==> config.mk <==
export PLATFORM = sky130hd
export DESIGN_NAME = soc_chain
export DESIGN_NICKNAME = d
export VERILOG_FILES = /design/src/design/subarray_or_coverage_scorer_defines.svh /design/src/design/soc_pkg.sv /design/src/design/soc_cell.sv /design/src/design/soc_chain.sv
export SDC_FILE = /design/constraint.sdc
export NUM_CORES = 1
export LEC_CHECK = 0
export BUFFER_PORTS_ARGS = -buffer_cell sky130_fd_sc_hd__buf_2
export CELL_PAD_IN_SITES_DETAIL_PLACEMENT = 1
export CELL_PAD_IN_SITES_GLOBAL_PLACEMENT = 1
export CORE_MARGIN = 8
export CORE_UTILIZATION = 36
export CTS_CLUSTER_DIAMETER = 40
export DETAILED_ROUTE_END_ITERATION = 6
export GPL_TIMING_DRIVEN = 0
export PLACE_DENSITY = 0.66
export SLEW_MARGIN = 20
export SYNTH_ARGS = -nofsm -noshare
export SYNTH_HDL_FRONTEND = slang
export SYNTH_SLANG_ARGS = --single-unit
export TNS_END_PERCENT = 20
==> constraint.sdc <==
create_clock -name i_clk -period 2.31 [get_ports i_clk]
set_input_delay 0.462 -clock i_clk [delete_from_list [all_inputs] [get_ports i_clk]]
set_output_delay 0.462 -clock i_clk [all_outputs]
set_load 0.01 [all_outputs]
==> src/design/subarray_or_coverage_scorer_defines.svh <==
// Assertion macros used by the scorer top level.
`ifndef SUBARRAY_OR_COVERAGE_SCORER_DEFINES_SVH
`define SUBARRAY_OR_COVERAGE_SCORER_DEFINES_SVH

// Check a same-cycle implication on i_clk, masked during reset.
`define SOC_ASSERT_IMP(lbl, ante, cons, msg) \
    lbl: assert property (@(posedge i_clk) disable iff (!i_rst_n) (ante) |-> (cons)) \
        else $error(msg);

// Check a next-cycle implication on i_clk, masked during reset.
`define SOC_ASSERT_NXT(lbl, ante, cons, msg) \
    lbl: assert property (@(posedge i_clk) disable iff (!i_rst_n) (ante) |=> (cons)) \
        else $error(msg);

`endif

==> src/design/soc_pkg.sv <==
// Shared constants, word types and helper function of the subarray OR scorer.
package soc_pkg;

    localparam int MAX_BITS    = 16;
    localparam int TAG_BITS    = 16;
    localparam int CHAIN_DEPTH = MAX_BITS + 1;
    localparam int IDX_W       = $clog2(CHAIN_DEPTH + 1);
    localparam int STORE_DEPTH = 1 << MAX_BITS;
    localparam int ADDR_W      = MAX_BITS;
    localparam int SCORE_W     = 26;
    localparam int WGT_W       = 8;
    localparam int K_W         = 5;
    localparam int POP_W       = $clog2(MAX_BITS + 1);
    localparam int ADD_W       = WGT_W + 1;
    localparam int CFG_IDX_W   = 2;

    localparam logic [SCORE_W-1:0] SCORE_MAX = {SCORE_W{1'b1}};

    // Register indexes of the configuration port
    localparam logic [CFG_IDX_W-1:0] CFG_BIT_COUNT = 2'd0;
    localparam logic [CFG_IDX_W-1:0] CFG_CENTRAL   = 2'd1;
    localparam logic [CFG_IDX_W-1:0] CFG_NEAR      = 2'd2;

    // Register reset values
    localparam logic [K_W-1:0]   BIT_COUNT_RST = 5'd6;
    localparam logic [WGT_W-1:0] CENTRAL_RST   = 8'd100;
    localparam logic [WGT_W-1:0] NEAR_RST      = 8'd8;

    typedef struct packed {
        logic [15:0] mask_value;
        logic        first_item;
    } t_in_word;

    typedef struct packed {
        logic [25:0] running_score;
        logic [4:0]  chain_length;
    } t_out_word;

    typedef struct packed {
        logic [K_W-1:0]   k;
        logic [WGT_W-1:0] central_weight;
        logic [WGT_W-1:0] near_weight;
    } t_cfg;

    // Control broadcast to every chain cell
    typedef struct packed {
        logic                shift;
        logic                wr_en;
        logic [IDX_W-1:0]    wr_idx;
        logic [MAX_BITS-1:0] wr_data;
    } t_cell_ctl;

    // Tag store clearing sweep
    typedef struct packed {
        logic              en;
        logic [ADDR_W-1:0] addr;
    } t_clr;

    function automatic logic [POP_W-1:0] popcount(input logic [MAX_BITS-1:0] v);
        logic [POP_W-1:0] n;
        n = '0;
        for (int b = 0; b < MAX_BITS; b++) begin
            n = n + POP_W'(v[b]);
        end
        return n;
    endfunction

endpackage

==> src/design/soc_cell.sv <==
// One cell of the OR chain: holds one entry, loads by index or from its neighbor.
module soc_cell (
    input  logic                          i_clk,
    input  soc_pkg::t_cell_ctl            i_ctl,
    input  logic [soc_pkg::IDX_W-1:0]     i_idx,
    input  logic [soc_pkg::MAX_BITS-1:0]  i_nbr,
    output logic [soc_pkg::MAX_BITS-1:0]  o_val
);

    logic [soc_pkg::MAX_BITS-1:0] r_val;

    // Take a targeted write first, else advance from the neighbor, else hold
    always_ff @(posedge i_clk) begin
        if (i_ctl.wr_en && i_ctl.wr_idx == i_idx) begin
            r_val <= i_ctl.wr_data;
        end else if (i_ctl.shift) begin
            r_val <= i_nbr;
        end
    end

    assign o_val = r_val;

endmodule

==> src/design/soc_chain.sv <==
// Row of chain cells that shifts toward the head and presents cell 0.
module soc_chain (
    input  logic                          i_clk,
    input  soc_pkg::t_cell_ctl            i_ctl,
    output logic [soc_pkg::MAX_BITS-1:0]  o_head
);

    logic [soc_pkg::MAX_BITS-1:0] w_val [soc_pkg::CHAIN_DEPTH];

    for (genvar g = 0; g < soc_pkg::CHAIN_DEPTH; g++) begin : g_cell
        logic [soc_pkg::MAX_BITS-1:0] w_nbr;

        // Tail cell fills with zero
        if (g == soc_pkg::CHAIN_DEPTH - 1) begin : g_tail
            assign w_nbr = '0;
        end else begin : g_body
            assign w_nbr = w_val[g+1];
        end

        soc_cell u_cell (
            .i_clk (i_clk),
            .i_ctl (i_ctl),
            .i_idx (soc_pkg::IDX_W'(g)),
            .i_nbr (w_nbr),
            .o_val (w_val[g])
        );
    end

    assign o_head = w_val[0];

endmodule

Yosys cells after proc, flatten, opt, wreduce, memory -nomap -nowiden. Index checks and enable logic that the tools add are counted.

Reductions and logical operators: 35. Eq/ne operators: 16. Muxes and demuxes: 34.

Operators by type and width (number): $mux 16 (34); $eq 5x4->1 const B (8); $reduce_bool 2->1 (17); $eq 5x3->1 const B (4); $logic_and 1x1->1 (17); $eq 5x2->1 const B (2); $eq 5x1->1 const B (1); $eq 5x5->1 const B (1); $logic_not 5->1 (1).

Logic and storage cells: 102. Bits in registers: 272.

Longest topological paths before layout.
Depth after elaboration: 3. Gate-level depth with buffers: 5.

Cells and area by module. From an unflattened synthesis, not the netlist that was laid out.

Cells, all modules: 699. Area, all modules: 12663.4 um^2.

By module, submodules not included: soc_cell (times used 17, cells each 41, area an instance 744.5 um^2); soc_chain (times used 1, cells each 2, area an instance 7.5 um^2).

Worst setup path before layout. OpenSTA, ideal clock, no wires.

Path kind: input port to flip-flop. Start point: input port i_ctl[20] (netlist name). End point: register g_cell[0].u_cell.r_val (netlist bit g_cell[0].u_cell.o_val[0]), enable pin. Slack: 284 ps. Setup time: 375 ps. Required time: 1935 ps. Cell stages on the path: 4. Arrival: 1652 ps. Path through: nor4b_4 -> nand2_4 -> buf_6 -> nand2b_1.

Word-level cells in the longest chain between the ends: 3.

Ends and longest elaborated chain: start, declared (RTL line soc_chain.sv:4) `input soc_pkg::t_cell_ctl i_ctl,`; $logic_not 5->1 (RTL line soc_cell.sv:14) `if (i_ctl.wr_en && i_ctl.wr_idx == i_idx) begin`; $logic_and 1x1->1 (RTL line soc_cell.sv:14); $reduce_bool 2->1 (no source line); end signal, assigned (RTL line soc_cell.sv:15) `r_val <= i_ctl.wr_data;`; end signal, assigned (RTL line soc_cell.sv:17) `r_val <= i_nbr;`; end, declared (RTL line soc_cell.sv:10) `logic [soc_pkg::MAX_BITS-1:0] r_val;`.

Every way passes these cells. A chain may end at the register's enable or synchronous reset.

Final worst setup path.
Start point: input port i_ctl[18] (netlist name). End point: register g_cell[1].u_cell.r_val (netlist bit g_cell[1].u_cell.o_val[11]), enable pin.

Word-level cells in the longest chain between the ends: 3.

Ends and longest elaborated chain (RTL line): $eq 5x1->1 (soc_cell.sv:14); $logic_and 1x1->1 (soc_cell.sv:14); $reduce_bool 2->1 (no source line); end signal, assigned (soc_cell.sv:15); end signal, assigned (soc_cell.sv:17); end, declared (soc_cell.sv:10).

Every way passes these cells.

==> key figures <==
Outcome
  – Run status: complete, no violations

Clock tree
  – Max clock buf depth: 3
  – CTS buffer count: 37
  – Clock latency at the later pin of the worst-skew pair: 0.51 ns
  – Clock edge transition at the registers on the reported setup and hold paths: 0.06 ns
  – Clock tree root buffer cell: sky130_fd_sc_hd__clkbuf_16
  – H-Tree Depth: 2
  – Post-CTS Setup Inserts: 0
  – Number of sinks handled by clock tree synthesis: 272
  – CTS tree: done

Flow run
  – Maxcap violations: 0

Global route
  – Antenna violations before repair: 0
  – GRT overflow: 0
  – Via count of the first global-routing pass: 6269
  – First-pass GRT wire length: 36300 um
  – Pin count of the biggest net entering global routing: 17
  – Overall fraction of global-route tracks in use: 12.0%

Setup path
  – Crit path launch: i_ctl[18]
  – Maximum fanout count along the critical path: 16
  – Startpoint of the lowest-slack register-to-register path: g_cell[1].u_cell.o_val[7]
  – Worst setup slack for register-to-register paths: 1.34 ns
  – Sort of element at the start of the critical path: primary input
  – Reg-to-Reg End: g_cell[0].u_cell.o_val[7]
  – Nature of the critical path endpoint: register
  – Depth of the most critical reg-to-reg path: 1
  – Worst Path Required: 2.43 ns
  – Crit Path Category: primary input to register
  – Data arrival at the endpoint of the critical path: 2.24 ns

Power and ir drop
  – Areal power density over the cells: 882 mW/mm2
  – IR Drop Worst-Case VDD: 0.770 mV
  – Leak pwr: 4.80 nW

Logic synthesis
  – Net Count, Synth: 650
  – Cell area after synthesis: 0.0118 mm2
  – Area share of the largest cell type after synthesis: 69.4%
  – Post-synthesis cell count: 626
  – Yosys cell types: 24
  – Syn_area_per_cell: 18.8 um2
  – Seq cells post-synth: 272
  – Number of warning messages in the yosys log: 0
  – Largest cells by area after synthesis: sky130_fd_sc_hd__edfxtp_1 (69%), sky130_fd_sc_hd__mux2_2 (23%), sky130_fd_sc_hd__mux2_4 (1.1%), sky130_fd_sc_hd__buf_6 (0.96%), sky130_fd_sc_hd__and2_1 (0.85%)
  – Area leader, netlist: sky130_fd_sc_hd__edfxtp_1
  – Share of the yosys chip area belonging to registers: 69.4%

Final layout
  – Layout fillers: 3164
  – Number of diodes: 0
  – Flip-flop count of the largest register, all copies and words added: 272
  – Share of cells above drive strength 1: 53.5%
  – Area growth, synth to finish: 16.8%
  – Number of nets at the end of the flow: 728

Timing
  – Hold Violations, Final: 0
  – Worst clock skew: 0.0102 ns
  – Measured slew at the worst slew-check pin: 0.917 ns
  – Worst slew margin: 38.9%
  – PnR worst setup slack: 0.182 ns
  – FMAX: 470 MHz
  – Minimum period implied by the final worst setup slack: 2.13 ns
  – Max Slew Vio Count: 0
  – Final Cycle Share: 92.1%
  – Min Hold Slack: 0.407 ns
  – Unrepaired setup endpoints after global routing: false
  – Setup-violating endpoint count in the final report: 0

Min path
  – Worst Hold End: g_cell[13].u_cell.o_val[5]
  – Worst min-delay path startpoint: i_ctl[5]
  – Worst Hold Path Cells: 2
  – Kind of path behind the tightest hold check: primary input to register

Detailed routing
  – WL final: 22900 um
  – Starting DRT DRC Count: 189
  – Number of optimization iterations in the first detailed-route pass: 4
  – Vias per inst: 4.72
  – Remaining routing DRC violations: 0
  – Vias after detailed routing: 5541
  – Wire length per cell: 19.5 um
  – Count of antenna-violating nets left after detailed routing: 0

Place
  – Gpl congestion: 0.733
  – Buffers on Ports: 39
  – Worst setup slack before clock tree synthesis: -0.481 ns
  – DPL Wire Length: 16100 um

Floorplan
  – Row Count: 66
  – Boundary Pins: 40
  – Die Footprint: 0.0387 mm2
  – Die width: 197 um
  – Initial Utilization: 36.4%
  – Core Box Area: 0.0324 mm2
  – Die H: 197 um
worst max-delay path: stages:
cell	delay, ns
sky130_fd_sc_hd__buf_2	0.14
sky130_fd_sc_hd__nor2_1	0.40
sky130_fd_sc_hd__nand2_2	0.27
sky130_fd_sc_hd__buf_2	0.28
sky130_fd_sc_hd__nand2b_1	0.68
cells by family after synthesis:
logic type | count (synthesis) | synth area share [%]
DFF | 272 | 69.4
muxes | 256 | 24.8
and+or+nand+nor | 59 | 3.69
buffers and inverters | 39 | 2.15
Yosys cell counts:
master / instances
sky130_fd_sc_hd__nor2b_1: 4
sky130_fd_sc_hd__nand2_2: 6
sky130_fd_sc_hd__nor2_2: 1
sky130_fd_sc_hd__nand2_4: 3
sky130_fd_sc_hd__or2_2: 7
sky130_fd_sc_hd__nor2_1: 2
sky130_fd_sc_hd__mux2_1: 2
sky130_fd_sc_hd__nor3b_4: 1
sky130_fd_sc_hd__edfxtp_1: 272
sky130_fd_sc_hd__mux2_4: 9
sky130_fd_sc_hd__buf_6: 10
sky130_fd_sc_hd__clkbuf_1: 18
sky130_fd_sc_hd__buf_12: 1
sky130_fd_sc_hd__and2b_1: 2
sky130_fd_sc_hd__buf_4: 1
sky130_fd_sc_hd__nor4b_4: 1
sky130_fd_sc_hd__and4_1: 1
sky130_fd_sc_hd__nand2b_1: 11
sky130_fd_sc_hd__buf_2: 9
sky130_fd_sc_hd__and2_1: 16
sky130_fd_sc_hd__nand4b_1: 1
sky130_fd_sc_hd__mux2_2: 245
sky130_fd_sc_hd__and4bb_4: 2
sky130_fd_sc_hd__nand2_1: 1
final cells by class:
cell class | count | area, um2 | share of cell area (%)
Clock inverter | 22 | 238 | 1.73
Sequential cell | 272 | 8170 | 59.4
Buffer | 39 | 253 | 1.84
Multi-Input combinational cell | 315 | 3350 | 24.4
Timing Repair Buffer | 39 | 195 | 1.42
Clock buffer | 44 | 995 | 7.23
Tap cell | 442 | 553 | 4.02
power by group:
group	internal (W)	total, W	switching, W
logic	0.000280	0.000617	0.000337
registers	0.00582	0.00590	0.0000822
clock network	0.00354	0.00562	0.00208
total	0.00964	0.0121	0.00249
placed cells by master, fill, tap and decap left out, types with 3 or more instances in the layout:
cell type	netlist	layout
sky130_fd_sc_hd__bufinv_16	0	4
sky130_fd_sc_hd__mux2_4	9	9
sky130_fd_sc_hd__nand2_4	3	3
sky130_fd_sc_hd__clkbuf_16	0	39
sky130_fd_sc_hd__nand2b_1	11	10
sky130_fd_sc_hd__clkbuf_1	18	23
sky130_fd_sc_hd__mux2_2	245	245
sky130_fd_sc_hd__buf_6	10	10
sky130_fd_sc_hd__and2_1	16	16
sky130_fd_sc_hd__inv_6	0	4
sky130_fd_sc_hd__clkinv_4	0	4
sky130_fd_sc_hd__edfxtp_1	272	272
sky130_fd_sc_hd__or2_2	7	7
sky130_fd_sc_hd__buf_2	9	48
sky130_fd_sc_hd__nand2_2	6	6
sky130_fd_sc_hd__nor2b_1	4	4
sky130_fd_sc_hd__clkinv_1	0	6
what timing repair did:
item / CTS / global route
setup endpoints to repair: 0 / 16
resized for setup: 0 / 1
hold buffers: 0 / 0
worst max path at each step:
stage	end	slack, ns	cells past startpoint
finish	g_cell[1].u_cell.o_val[11]	0.18	5
global route	g_cell[1].u_cell.o_val[11]	0.02	5
CTS	g_cell[0].u_cell.o_val[3]	0.06	5
detailed placement	g_cell[0].u_cell.o_val[0]	-0.48	5
global placement	g_cell[0].u_cell.o_val[4]	-0.41	5
floorplan	g_cell[0].u_cell.o_val[0]	0.28	4
routing by layer:
| layer | up-vias | share of wire, % | track usage, % |
|---|---|---|---|
| met5 | - | 0 | 0 |
| met4 | 0 | 1.6 | 3.87 |
| met3 | 30 | 3.2 | 2.23 |
| met2 | 73 | 52 | 21.5 |
| met1 | 2842 | 43 | 14.4 |
| li1 | 2596 | - | - |
metrics by stage:
step           utilization (%)  area (um2)  setup TNS, ns  std cells  power, W
2_1_floorplan                -       11800              0        626   0.00637
3_3_place_gp              38.7       12500         -37.08       1107   0.00657
3_5_place_dp              38.7       12500         -49.90       1107   0.00662
4_1_cts                   42.5       13800              0       1173    0.0123
5_1_grt                   42.5       13800              0       1173    0.0125
6_report                  42.5       13800              0       1173    0.0121
No activity file was read; power rests on OpenSTA's default activity.
